**src/sv/srrs_ram.sv**
```systemverilog
// Generic single write port, single read port RAM with registered read data.
// No dependencies.
`default_nettype none
module srrs_ram #(
  parameter int unsigned WIDTH = 8,
  parameter int unsigned DEPTH = 16
) (
  input  wire logic                                  clk_i,
  input  wire logic                                  we_i,
  input  wire logic [(DEPTH > 1 ? $clog2(DEPTH) : 1)-1:0] waddr_i,
  input  wire logic [WIDTH-1:0]                      wdata_i,
  input  wire logic [(DEPTH > 1 ? $clog2(DEPTH) : 1)-1:0] raddr_i,
  output logic      [WIDTH-1:0]                      rdata_o
);

  logic [WIDTH-1:0] mem_q [DEPTH];

  always_ff @(posedge clk_i) begin
    if (we_i) begin
      mem_q[waddr_i] <= wdata_i;
    end
    rdata_o <= mem_q[raddr_i];
  end

endmodule
`default_nettype wire

```
**config.mk**
```make
export PLATFORM = sky130hd
export DESIGN_NAME = srrs_ram
export DESIGN_NICKNAME = d
export VERILOG_FILES = /design/src/sv/srrs_ram.sv
export SDC_FILE = /design/constraint.sdc
export NUM_CORES = 1
export LEC_CHECK = 0
export ABC_CLOCK_PERIOD_IN_PS = 3300
export BUFFER_PORTS_ARGS = -buffer_cell sky130_fd_sc_hd__buf_2
export CELL_PAD_IN_SITES_DETAIL_PLACEMENT = 1
export CELL_PAD_IN_SITES_GLOBAL_PLACEMENT = 2
export CORE_MARGIN = 10
export CORE_UTILIZATION = 29
export CTS_CLUSTER_DIAMETER = 60
export CTS_CLUSTER_SIZE = 8
export DETAILED_ROUTE_END_ITERATION = 10
export MAX_ROUTING_LAYER = met4
export PLACE_DENSITY_LB_ADDON = 0.2
export RECOVER_POWER = 100
export SLEW_MARGIN = 25
export SYNTH_ARGS = -nofsm -noshare
export SYNTH_HDL_FRONTEND = slang
export SYNTH_SLANG_ARGS = --single-unit
```
**constraint.sdc**
```tcl
create_clock -name clk_i -period 3.3 [get_ports clk_i]
set_input_delay 0.66 -clock clk_i [delete_from_list [all_inputs] [get_ports clk_i]]
set_output_delay 0.66 -clock clk_i [all_outputs]
set_load 0.01 [all_outputs]
```
Word level (Yosys, flattened, before mapping):

Memory sizes are Yosys's and may differ from the RTL's. A register that Yosys moved wholly into a read port is not among the register bits.
Cells that the tools add are included.

* bits in registers: 0
* input port bits: 18
* memories kept: 1
* memory bits (writable): 128
* word-level logic and storage cells: 3

Memory list
* mem_q: depth 16, width 8, rd ports 1, clocked after memory_dff 1, wr ports 1, RTL line 16 `logic [WIDTH-1:0] mem_q [DEPTH];`

* multiplexer cells: 2

Operator list (count)
* 1-bit two-way mux: 2

Depth between registers and ports, before layout:

Gate-level depths: netlist of run 1.

* depth in word-level cells: 2
* gate-level depth with buffers: 5
* gate-level depth less buffers: 3

Worst setup path after synthesis of run 1:

Ideal clock, no wire load.

* kind: input to register
* from: input port waddr_i[2] in the netlist's numbering
* to: memory mem_q[0][0], enable pin
* data required time: 2.917 ns
* arrival: 1.770 ns
* setup slack: 1.147 ns
* stages: 2
* buffers on the path: 0
* setup time: 0.383 ns
* cell sequence: or3b_2 > nor3_1

RTL lines
* start: declaration: RTL line 10 `input wire logic [(DEPTH > 1 ? $clog2(DEPTH) : 1)-1:0] waddr_i,`
* end: declaration: RTL line 16

No word-level cell before the write port.

==> metrics.md, run 1 <==
| Metric | Value |
|---|---|
| Clock Path Buffers | 2 |
| Yosys warnings | 0 |
| LEAKAGE | 1.96 nW |
| Die extent in y | 153 um |
| Post-synth top flop | edfxtp_1 |
| Yosys cell types | 19 |
| Wire per inst | 22.0 um |
| CTS buffer count | 17 |
| Setup TNS | 0 ns |
| Peak supply drop | 322 uV |
| Initial Utilization | 29.7% |
| Critical path launch point type | input port |
| Max Cap Violations | 0 |
| Initial DRC count | 153 |
| Measured slew at the worst slew-check pin | 1.19 ns |
| DPL Wire Length | 7.19 mm |
| Maximum clock rate | 417 MHz |
| Router iterations before antenna repair | 4 |
| CTS root buffer | clkbuf_16 |
| Seq cells post-synth | ~140 |
| Worst setup path class | input port to register |
| Sinks on Clock Net | 136 |
| Hold Crit Class | register to register |
| Clock Pin Slew Worst Setup and Hold Paths | 0.05 ns |
| Largest net degree at the start of global routing | 33 |
| Total core area | 17400 um^2 |
| Mapped Nets | 247 |
| Post-route ant nets | 0 |
| Worst slew margin | 20.8% |
| # Post-CTS Setup Buffers | 0 |
| Clock Latency Late Sink | 0.41 ns |
| GRT Util Overall | between 10 and 15% |
| Die width | 153 um |
| Syn-to-layout area delta | 18.7% |
| Gp weighted congestion | 0.708 |
| WP data required | between 3 and 4 ns |
| Overall Power | about 4 mW |
| Status | finished, final reports clean |
| Unrepaired setup endpoints after global routing | no |
| Overflow after GRT | 0 |
| CTS tree | done |
| Post-synthesis sequential area ratio | around 78% |
| EDFF count, synth | 128 |
| Row cnt | 48 |
| Hold_buf cts | 0 |
| Final Cycle Share | 72.6% |
| Final WL | 11.5 mm |
| Final number of hold-violating endpoints | 0 |
| Syn_area_per_cell | around 22 um^2 |
| Synthesized cell area | 5150 um^2 |
| DRC | 0 |
| Area leader, netlist | edfxtp_1 |
| Max-slew violations | 0 |
| Resized cells post-CTS | 0 |
| Number of port buffers | 25 |
| CP max FO | 32 |
| Via density | 4.62 |
| H-Tree Depth | 4 |
| Share of cells above drive strength 1 | a little under a fifth |
| Post-Synthesis Cells | 229 |
| First-pass GRT wire length | 16.9 mm |
| Overall die area | 23500 um^2 |
| Fin nets | 299 |
| Final clock skew | 0.00765 ns |
| Routed vias | approximately 2400 |
| I/O pin count | 26 |
| Power Density | 656 nW/um^2 |
| Initial antenna violation count | 1 |
| CP arrival | about 2.7 ns |
| Tmin final | 2.40 ns |
| Post-synth top area share | 74.7% |
| Setup violations, final | 0 |
| Vias in the first global route | around 2600 |
| Synth top area cells | edfxtp_1 (75%), mux4_2 (7.9%), mux4_1 (7.1%) |
| Synth async-reset ratio | 0% |
| Crit end category | register |
-- final timing paths --
kind | depth (start not counted) | to | startpoint | slack (ns)
worst max register to register | 3 | rdata_o[0]$_DFF_P_ | mem_q[1][0]$_DFFE_PP_ | 1.93
worst max-delay path | 5 | rdata_o[0]$_DFF_P_ | raddr_i[0] | 0.90
worst min register to register | 3 | rdata_o[2]$_DFF_P_ | mem_q[14][2]$_DFFE_PP_ | 0.67
worst min-delay path | 3 | rdata_o[2]$_DFF_P_ | mem_q[14][2]$_DFFE_PP_ | 0.67
-- power breakdown --
group	internal, mW	switching, mW
clock	1.25	0.646
combinational	0.0656	0.106
sequential	1.93	0.0118
-- cell usage after synthesis, types with 3 or more instances --
library cell and instances:
edfxtp_1 128, buf_6 3, a22oi_1 16, nor3_1 4, nor2_1 13, dfxtp_1 8, buf_2 3, nand2_1 9
clkdlybuf4s25_2 3, mux4_2 18, mux4_1 14
-- routing by layer --
layer,routed length (um),share of wire (%),global-route usage [%],vias up
met5,0,0,-,-
li1,-,-,-,1081
met2,5790,51,16.3,44
met4,161,1.4,4.63,0
met3,435,3.8,3.31,11
met1,5070,44,11.7,1267
-- sequential cells by signal (all words and copies together), names as in the netlist --
register and count:
mem_q 128, rdata_o 8
-- worst max-delay path: stages --
cell and delay, ns:
buf_2 0.07, clkbuf_2 0.87, mux4_1 0.67, a22oi_1 0.31
nand2_1 0.09
-- kinds of logic (layout without fill, tap and decap cells) --
| family | after synthesis | count (layout) | synth area share (%) |
|---|---|---|---|
| buffers and inverters | 10 | 75 | 1.68 |
| and+or+nand+nor | 35 | 35 | 3.18 |
| AOI/OAI and AO/OA | 16 | 16 | 2.33 |
| muxes | 32 | 32 | 15.0 |
| DFF | 136 | 136 | 77.8 |
| other | 0 | 1 | 0 |
-- layout by cell type (no fill, tap or decap), types with 2 or more instances in the layout --
| cell | instances |
|---|---|
| mux4_1 | 14 |
| clkbuf_1 | 38 |
| bufinv_16 | 4 |
| nand2b_1 | 2 |
| a22oi_1 | 16 |
| mux4_2 | 18 |
| clkbuf_16 | 17 |
| buf_2 | 6 |
| nand2_1 | 9 |
| nand3b_1 | 2 |
| clkinv_2 | 5 |
| nor3_1 | 4 |
| clkinv_1 | 3 |
| edfxtp_1 | 128 |
| nor2_1 | 13 |
| dfxtp_1 | 8 |
-- final cells by class --
| cell class | count | area, um^2 |
|---|---|---|
| antenna | 1 | 2.50 |
| clock buffer | 20 | 437 |
| clock inverter | 12 | 156 |
| fill | 1699 | 11200 |
| multi-input combinational | 83 | 1060 |
| sequential | 136 | 4000 |
| tap | 225 | 282 |
| timing repair buffer | 43 | 174 |
-- through the flow --
step           setup WS (ns)  hold WS (ns)  instance area [um^2]  util, %  cells
3_3_place_gp            1.11         0.646                  5620     32.4    487
6_report               0.903         0.669                  6110     35.2    520
2_1_floorplan           1.15         0.629                  5150        -    229
4_1_cts                 1.49         0.621                  6210     35.8    519
3_5_place_dp            1.06         0.658                  5620     32.4    487
5_1_grt                0.733         0.713                  6110     35.2    520
Power figures use the tool's default switching activity.
==> inputs of run 2 (changes only) <==
--- a/config.mk
+++ b/config.mk
@@ -5,7 +5,8 @@
 export SDC_FILE = /design/constraint.sdc
 export NUM_CORES = 1
 export LEC_CHECK = 0
-export ABC_CLOCK_PERIOD_IN_PS = 3300
+export ABC_AREA = 1
+export ABC_CLOCK_PERIOD_IN_PS = 2100
 export BUFFER_PORTS_ARGS = -buffer_cell sky130_fd_sc_hd__buf_2
 export CELL_PAD_IN_SITES_DETAIL_PLACEMENT = 1
 export CELL_PAD_IN_SITES_GLOBAL_PLACEMENT = 2
==> constraint.sdc (replaced) <==
create_clock -name clk_i -period 2.1 [get_ports clk_i]
set_input_delay 0.42 -clock clk_i [delete_from_list [all_inputs] [get_ports clk_i]]
set_output_delay 0.42 -clock clk_i [all_outputs]
set_load 0.01 [all_outputs]
==> run 2 against run 1 <==
Cell count rose by 68%. Utilization decreased by 0.33 points. Routed wire length is 37% higher. Global-route usage grew 2.5 points. Largest cell class unchanged. Total power rose by 65%. Clock-buffer cell count shrank 3. Sequential cell count is the same. Sequential power grew 56%. Register-to-register slack lost 0.91 ns. Combinational power up 120%. Non-clock buffer count grew 6. Clock skew down 0.00054 ns.
==> metrics.md, run 2 <==
| Metric | Value |
|---|---|
| DRC | 0 (unchanged) |
| EDFF count, synth | 128 (unchanged) |
| Fin nets | 613 (+110%) |
| CP max stage delay | 0.71 ns (-0.16 ns) |
| Clock Pin Slew Worst Setup and Hold Paths | 0.06 ns (about the same) |
| Resized cells post-CTS | 0 (unchanged) |
| Layout fillers | 2244 (+32%) |
| Placed inst area | 6260 um^2 (+12%) |
| Mapped Nets | 569 (+130%) |
| Synth top area cells | edfxtp_1 (67%), nand2_1 (11%), nand3_1 (8.4%) |
| Final clock skew | 0.00711 ns (-0.000543 ns) |
| Register area | 4000 um^2 (unchanged) |
| Power Density | 974 nW/um^2 (+48%) |
| Clock Path Buffers | 2 (unchanged) |
| Antenna diodes | 0 (-1) |
| CTS root buffer | clkbuf_16 |
| Share of cells above drive strength 1 | 7.40% (-11 points) |
| Met3 Use GR | 2.31% (-1.0 points) |
| Max Cap Violations | 0 (unchanged) |
| Most common cell in the netlist | nand2_1 |
| Finished Layout Cells | 873 (+68%) |
| Top cell by count, worst path | nand3_1 |
| Setup violations, final | 0 (unchanged) |
| Post-route ant nets | 0 (unchanged) |
| Worst slew margin | 27.7% (+6.9 points) |
| Final Cycle Share | 75.1% |
| Row cnt | 51 (+6.3%) |
| Wire per inst | 17.9 um (-18%) |
| Routed vias | 3877 (+61%) |
| DPL Wire Length | 10.1 mm (+41%) |
| Gp weighted congestion | 0.787 (+11%) |
| Hold Crit Class | input port to register |
| WP buf/inv | 3 (+1) |
| WP data required | 2.46 ns (-1.13 ns) |
| Final number of hold-violating endpoints | 0 (unchanged) |
| Peak supply drop | 545 uV (+69%) |
| Seq cells post-synth | 136 (unchanged) |
| Vias in the first global route | 4172 (+58%) |
| Dpl ws | 0.385 ns (-0.675 ns) |
| Total core area | 19500 um^2 (+13%) |
| Area leader, netlist | edfxtp_1 |
| Initial antenna violation count | 0 (-1) |
| Largest net degree at the start of global routing | 65 (+97%) |
| Finished Core Util | 34.9% (-0.33 points) |
| Multi-input logic area | 1210 um^2 (+15%) |
| Synthesized cell area | 5770 um^2 (+12%) |
| Unrepaired setup endpoints after global routing | no |
| Post-Synthesis Cells | 551 (+140%) |
| CP max FO | 25 (-22%) |
| Met2 Track Usage GR | 19.8% (+3.5 points) |
| Top reg by flops | mem_q |
| Overall die area | 25900 um^2 (+10%) |
| Yosys cell types | 12 (-7) |
| First-pass GRT wire length | 24.7 mm (+46%) |
| Commonest non-fill, non-tap cell in the layout | nand2_1 |
| Max-slew violations | 0 (unchanged) |
| Syn-to-layout area delta | 18.1% |
| Synth async-reset ratio | 0% (unchanged) |
| # Post-CTS Setup Buffers | 0 (unchanged) |
| Post-route cell area | 6810 um^2 (+11%) |
| I/O pin count | 26 (unchanged) |
| Yosys warnings | 0 (unchanged) |
| Post-synthesis sequential area ratio | 69.4% (-8.4 points) |
| CP arrival | 1.93 ns (-0.76 ns) |
| CTS buffer count | 17 (unchanged) |
| CTS tree | done |
| Overall Power | 6.63 mW (+65%) |
| Delay-heaviest family, CP | buffers and inverters |
| Overflow after GRT | 0 (unchanged) |
| Clock Latency Late Sink | 0.41 ns (about the same) |
| Initial DRC count | 179 (+17%) |
| Number of flip-flops in the largest register | 128 (unchanged) |
| Maximum clock rate | 634 MHz |
| Number of port buffers | 25 (unchanged) |
| Setup TNS | 0 ns (unchanged) |
| Placed insts | 841 (+73%) |
| Commonest cells after routing, fill and taps aside | nand2_1 (173), edfxtp_1 (128), inv_1 (101) |
| Via density | 4.44 (-3.9%) |
| Worst Slack Setup Final | 0.523 ns (-0.380 ns) |
| Measured slew at the worst slew-check pin | 1.08 ns (-0.103 ns) |
| H-Tree Depth | 4 (unchanged) |
| Sinks on Clock Net | 136 (unchanged) |
| Die width | 161 um (+5.1%) |
| Die extent in y | 161 um (+5.1%) |
| Met1 Use GR | 16.6% (+4.9 points) |
| Crit end category | register |
| Tmin final | 1.58 ns |
| Critical path launch point type | input port |
| Synth top cells by count | nand2_1 (173), edfxtp_1 (128), inv_1 (100) |
| Hold_buf cts | 0 (unchanged) |
| Post-synth top flop | edfxtp_1 |
| Slowest cell on the critical path | inv_1 |
| Worst setup path class | input port to register |
| Largest registers | mem_q x128, rdata_o x8 |
| Initial Utilization | 29.5% (-0.12 points) |
| Final WL | 15.7 mm (+37%) |
| Post-synth top area share | 66.7% (-8.0 points) |
| Router iterations before antenna repair | 4 (unchanged) |
| GRT Util Overall | 12.8% (+2.5 points) |
| LEAKAGE | 2.83 nW (+44%) |
| Global routing's busiest layer | met2 |
| Status | finished, final reports clean |
| Syn_area_per_cell | 10.5 um^2 (-53%) |
| Worst path cell trace | buf_2 -> inv_1 -> buf_4 -> nand3_1 -> nand3_1 -> nand3_1 -> nand2_1 |
| WHS | 0.392 ns (-0.277 ns) |
run 2: cell count changes after synthesis, sizes merged, moves of 3 or more:
cell	before	now
inv	0	102
buf	7	24
a22oi	16	0
nor3	4	0
nand2	9	173
mux4	32	0
clkdlybuf4s25	3	0
nor2	13	17
nand3	1	97
run 2: cell type report:
cell class	count	area share, %
inverters	102	5.62
clock buffers	17	6.25
well taps	265	4.87
repair buffers	49	3.62
clock inverters	15	3.05
flip-flops and latches	136	58.8
multi-input cells	289	17.8
run 2: cells by family after synthesis:
kind of cell | share of synthesized area [%]
buf+inv | 9.52
simple gates | 21.0
flops | 69.4
run 2: worst min-delay path: cells and delay by family:
| family | cells | cell delay (ns) |
|---|---|---|
| buf+inv | 1 | 0.18 |
| simple gates | 2 | 0.16 |
run 2: routing by layer:
| layer | up-vias | share of wire, % |
|---|---|---|
| li1 | 1858 | - |
| met1 | 1949 | 49 |
| met2 | 54 | 46 |
| met3 | 16 | 2.9 |
| met4 | 0 | 1.7 |
| met5 | - | 0 |
run 2: power breakdown:
| group | switching [mW] | internal (mW) | total [mW] |
|---|---|---|---|
| Sequential | 0.0172 | 3.04 | 3.05 |
| Combinational | 0.280 | 0.102 | 0.381 |
| Clock | 1.11 | 2.09 | 3.20 |
| Total | 1.41 | 5.22 | 6.63 |
run 2: final timing paths:
| check | depth (start not counted) | startpoint | slack, ns | endpoint |
|---|---|---|---|---|
| setup / recovery | 7 | raddr_i[1] | 0.52 | rdata_o[0]$_DFF_P_ |
| hold / removal | 3 | raddr_i[3] | 0.39 | rdata_o[6]$_DFF_P_ |
| setup reg to reg | 6 | mem_q[9][5]$_DFFE_PP_ | 1.02 | rdata_o[5]$_DFF_P_ |
| hold reg to reg | 6 | mem_q[12][2]$_DFFE_PP_ | 0.67 | rdata_o[2]$_DFF_P_ |
==> inputs of run 3 (changes only) <==
--- a/config.mk
+++ b/config.mk
@@ -5,8 +5,8 @@
 export SDC_FILE = /design/constraint.sdc
 export NUM_CORES = 1
 export LEC_CHECK = 0
-export ABC_AREA = 1
-export ABC_CLOCK_PERIOD_IN_PS = 2100
+export ABC_AREA = 0
+export ABC_CLOCK_PERIOD_IN_PS = 1500
 export BUFFER_PORTS_ARGS = -buffer_cell sky130_fd_sc_hd__buf_2
 export CELL_PAD_IN_SITES_DETAIL_PLACEMENT = 1
 export CELL_PAD_IN_SITES_GLOBAL_PLACEMENT = 2
==> constraint.sdc (replaced) <==
create_clock -name clk_i -period 1.5 [get_ports clk_i]
set_input_delay 0.3 -clock clk_i [delete_from_list [all_inputs] [get_ports clk_i]]
set_output_delay 0.3 -clock clk_i [all_outputs]
set_load 0.01 [all_outputs]
==> run 3 against run 2 <==
Setup slack worse by 0.42 ns. Sequential cell count is the same. Critical path depth decreased by 4. Die area shrank 9.4%. Cell count is 39% lower. Clock skew down 0.0029 ns. Non-clock buffer count grew 9. First-iteration DRC count down 22%. Critical path type is now register to register. Highest routed layer unchanged.
==> metrics.md, run 3 (synthesis gave the netlist of run 1 again) <==
| Metric | Value |
|---|---|
| CTS root buffer | clkbuf_16 |
| Wire per inst | 21.7 um (+21%) |
| Critical path launch point type | register |
| Post-route ant nets | 0 (unchanged) |
| Largest net degree at the start of global routing | 21 (-68%) |
| Status | finished, final reports clean |
| Post-route cell area | 6360 um^2 (-6.6%) |
| Peak supply drop | 662 uV (+21%) |
| Critical path depth | 3 (-4) |
| Antenna diodes | 0 (unchanged) |
| Overall Power | 9.45 mW (+43%) |
| CP max FO | 1 (-96%) |
| R2r setup slk | 0.10 ns (-0.92 ns) |
| Final WL | 11.6 mm (-26%) |
| Tmin final | 1.40 ns |
| Clock Latency Late Sink | 0.41 ns (about the same) |
| Hold Crit Class | input port to register |
| Final clock skew | 0.00420 ns (-0.00291 ns) |
| Worst hold start | wdata_i[7] |
| Slowest cell on the critical path | mux4_1 |
| Max Cap Violations | 0 (unchanged) |
| Power Density | 1490 nW/um^2 (+53%) |
| WP buf/inv | 0 (-3) |
| Initial DRC count | 139 (-22%) |
| CTS tree | done |
| Reg2Reg Depth | 3 (-3) |
| Top reg by flops | mem_q |
| Overflow after GRT | 0 (unchanged) |
| H-Tree Depth | 4 (unchanged) |
| Measured slew at the worst slew-check pin | 0.823 ns (-0.261 ns) |
| Resized cells post-CTS | 0 (unchanged) |
| Hold Crit Depth | 1 (-2) |
| Placed inst area | 5760 um^2 (-8.1%) |
| Commonest non-fill, non-tap cell in the layout | edfxtp_1 |
| Unrepaired setup endpoints after global routing | no |
| DRC | 0 (unchanged) |
| Initial antenna violation count | 0 (unchanged) |
| CP max stage delay | 0.51 ns (-0.20 ns) |
| Number of port buffers | 25 (unchanged) |
| Setup violations, final | 0 (unchanged) |
| Final number of hold-violating endpoints | 0 (unchanged) |
| Routed vias | 2471 (-36%) |
| Row cnt | 48 (-5.9%) |
| Commonest cells after routing, fill and taps aside | edfxtp_1 (128), clkbuf_1 (23), mux4_2 (18) |
| Clock Pin Slew Worst Setup and Hold Paths | 0.05 ns (about the same) |
| CP arrival | 1.68 ns (-0.25 ns) |
| Final Cycle Share | 93.3% |
| Gp weighted congestion | 0.683 (-13%) |
| CTS buffer count | 17 (unchanged) |
| Worst setup path class | register to register |
| Worst path cell trace | mux4_1 -> a22oi_1 -> nand2_1 |
| GRT Util Overall | 10.7% (-2.2 points) |
| Share of cells above drive strength 1 | 27.2% (+20 points) |
| FF-to-FF End | rdata_o[5]$_DFF_P_ |
| Hold_buf cts | 0 (unchanged) |
| I/O pin count | 26 (unchanged) |
| Via density | 4.63 (+4.2%) |
| Crit end category | register |
| WP data required | 1.79 ns (-0.67 ns) |
| Initial Utilization | 29.7% (+0.12 points) |
| Total core area | 17400 um^2 (-11%) |
| Maximum clock rate | about 700 MHz |
| Syn-to-layout area delta | 23.6% |
| LEAKAGE | 2.12 nW (-25%) |
| Largest registers | mem_q x128, rdata_o x8 |
| WHS Endpoint | mem_q[3][7]$_DFFE_PP_ |
| Overall die area | 23500 um^2 (-9.4%) |
| Layout fillers | 1676 (-25%) |
| Worst slew margin | 44.9% (+17 points) |
| Vias in the first global route | 2719 (-35%) |
| Worst R2R Start | mem_q[9][5]$_DFFE_PP_ |
| Sinks on Clock Net | 136 (unchanged) |
| Max-slew violations | 0 (unchanged) |
| # Post-CTS Setup Buffers | 0 (unchanged) |
| Die width | 153 um (-4.8%) |
| Fin nets | 314 (-49%) |
| First-pass GRT wire length | 17.8 mm (-28%) |
| Clock Path Buffers | 2 (unchanged) |
| Die extent in y | 153 um (-4.8%) |
| DPL Wire Length | 7.55 mm (-25%) |
| Number of flip-flops in the largest register | 128 (unchanged) |
| Delay-heaviest family, CP | multiplexers |
| Router iterations before antenna repair | 4 (unchanged) |
## run 3: cell count changes in the layout (fill, tap and decap cells not counted), moves of 12 or more
cell,before,now
clkbuf_1,35,23
a22oi_1,0,16
mux4_1,0,14
nand2_1,173,9
nand3_1,97,1
inv_1,101,0
mux4_2,0,18
## run 3: per-layer routing
layer | part of all wire, % | routed length [um] | vias to the layer above | global-route usage (%)
met5 | 0 | 0 | - | -
met4 | 1.3 | 154 | 0 | 4.09
met3 | 3.0 | 349 | 14 | 2.95
met2 | 48 | 5610 | 47 | 16.0
met1 | 47 | 5460 | 1303 | 13.5
li1 | - | - | 1107 | -
## run 3: how the worst max path moves through the flow
stage | start | to | slack, ns
final | mem_q[9][5]$_DFFE_PP_ | rdata_o[5]$_DFF_P_ | 0.10
after global routing | raddr_i[0] | rdata_o[1]$_DFF_P_ | 0.03
after CTS | mem_q[9][5]$_DFFE_PP_ | rdata_o[5]$_DFF_P_ | 0.07
after detailed placement | raddr_i[0] | rdata_o[1]$_DFF_P_ | -0.36
after global placement | raddr_i[0] | rdata_o[1]$_DFF_P_ | -0.36
after floorplan | waddr_i[2] | mem_q[3][0]$_DFFE_PP_ | -0.07
## run 3: per-stage QoR
stage	setup TNS (ns)	worst slack (ns)	cells	hold WS (ns)	utilization (%)
final	0	0.101	534	0.422	36.7
after global routing	0	0.0276	534	0.472	36.7
after CTS	0	0.0686	534	0.267	37.1
after detailed placement	-4.83	-0.360	502	0.672	33.2
after global placement	-4.72	-0.364	502	0.661	33.2
after floorplan	-1.98	-0.0661	229	0.399	-
## run 3: cell type report
type	instances	area, um^2	area share [%]
Clock inverter	15	255	4.01
Clock buffer	17	425	6.69
Multi-Input combinational cell	83	1060	16.6
Timing Repair Buffer	58	339	5.33
Tap cell	225	282	4.42
Sequential cell	136	4000	62.9
## run 3: worst reg2reg max path, stage by stage (launching register included)
cell and delay [ns]:
edfxtp_1 0.35, mux4_1 0.51, a22oi_1 0.32, nand2_1 0.09
## run 3: power breakdown
| part | internal [mW] | switching, mW |
|---|---|---|
| registers | 4.25 | 0.0306 |
| logic | 0.181 | 0.244 |
| clock network | 3.26 | 1.49 |
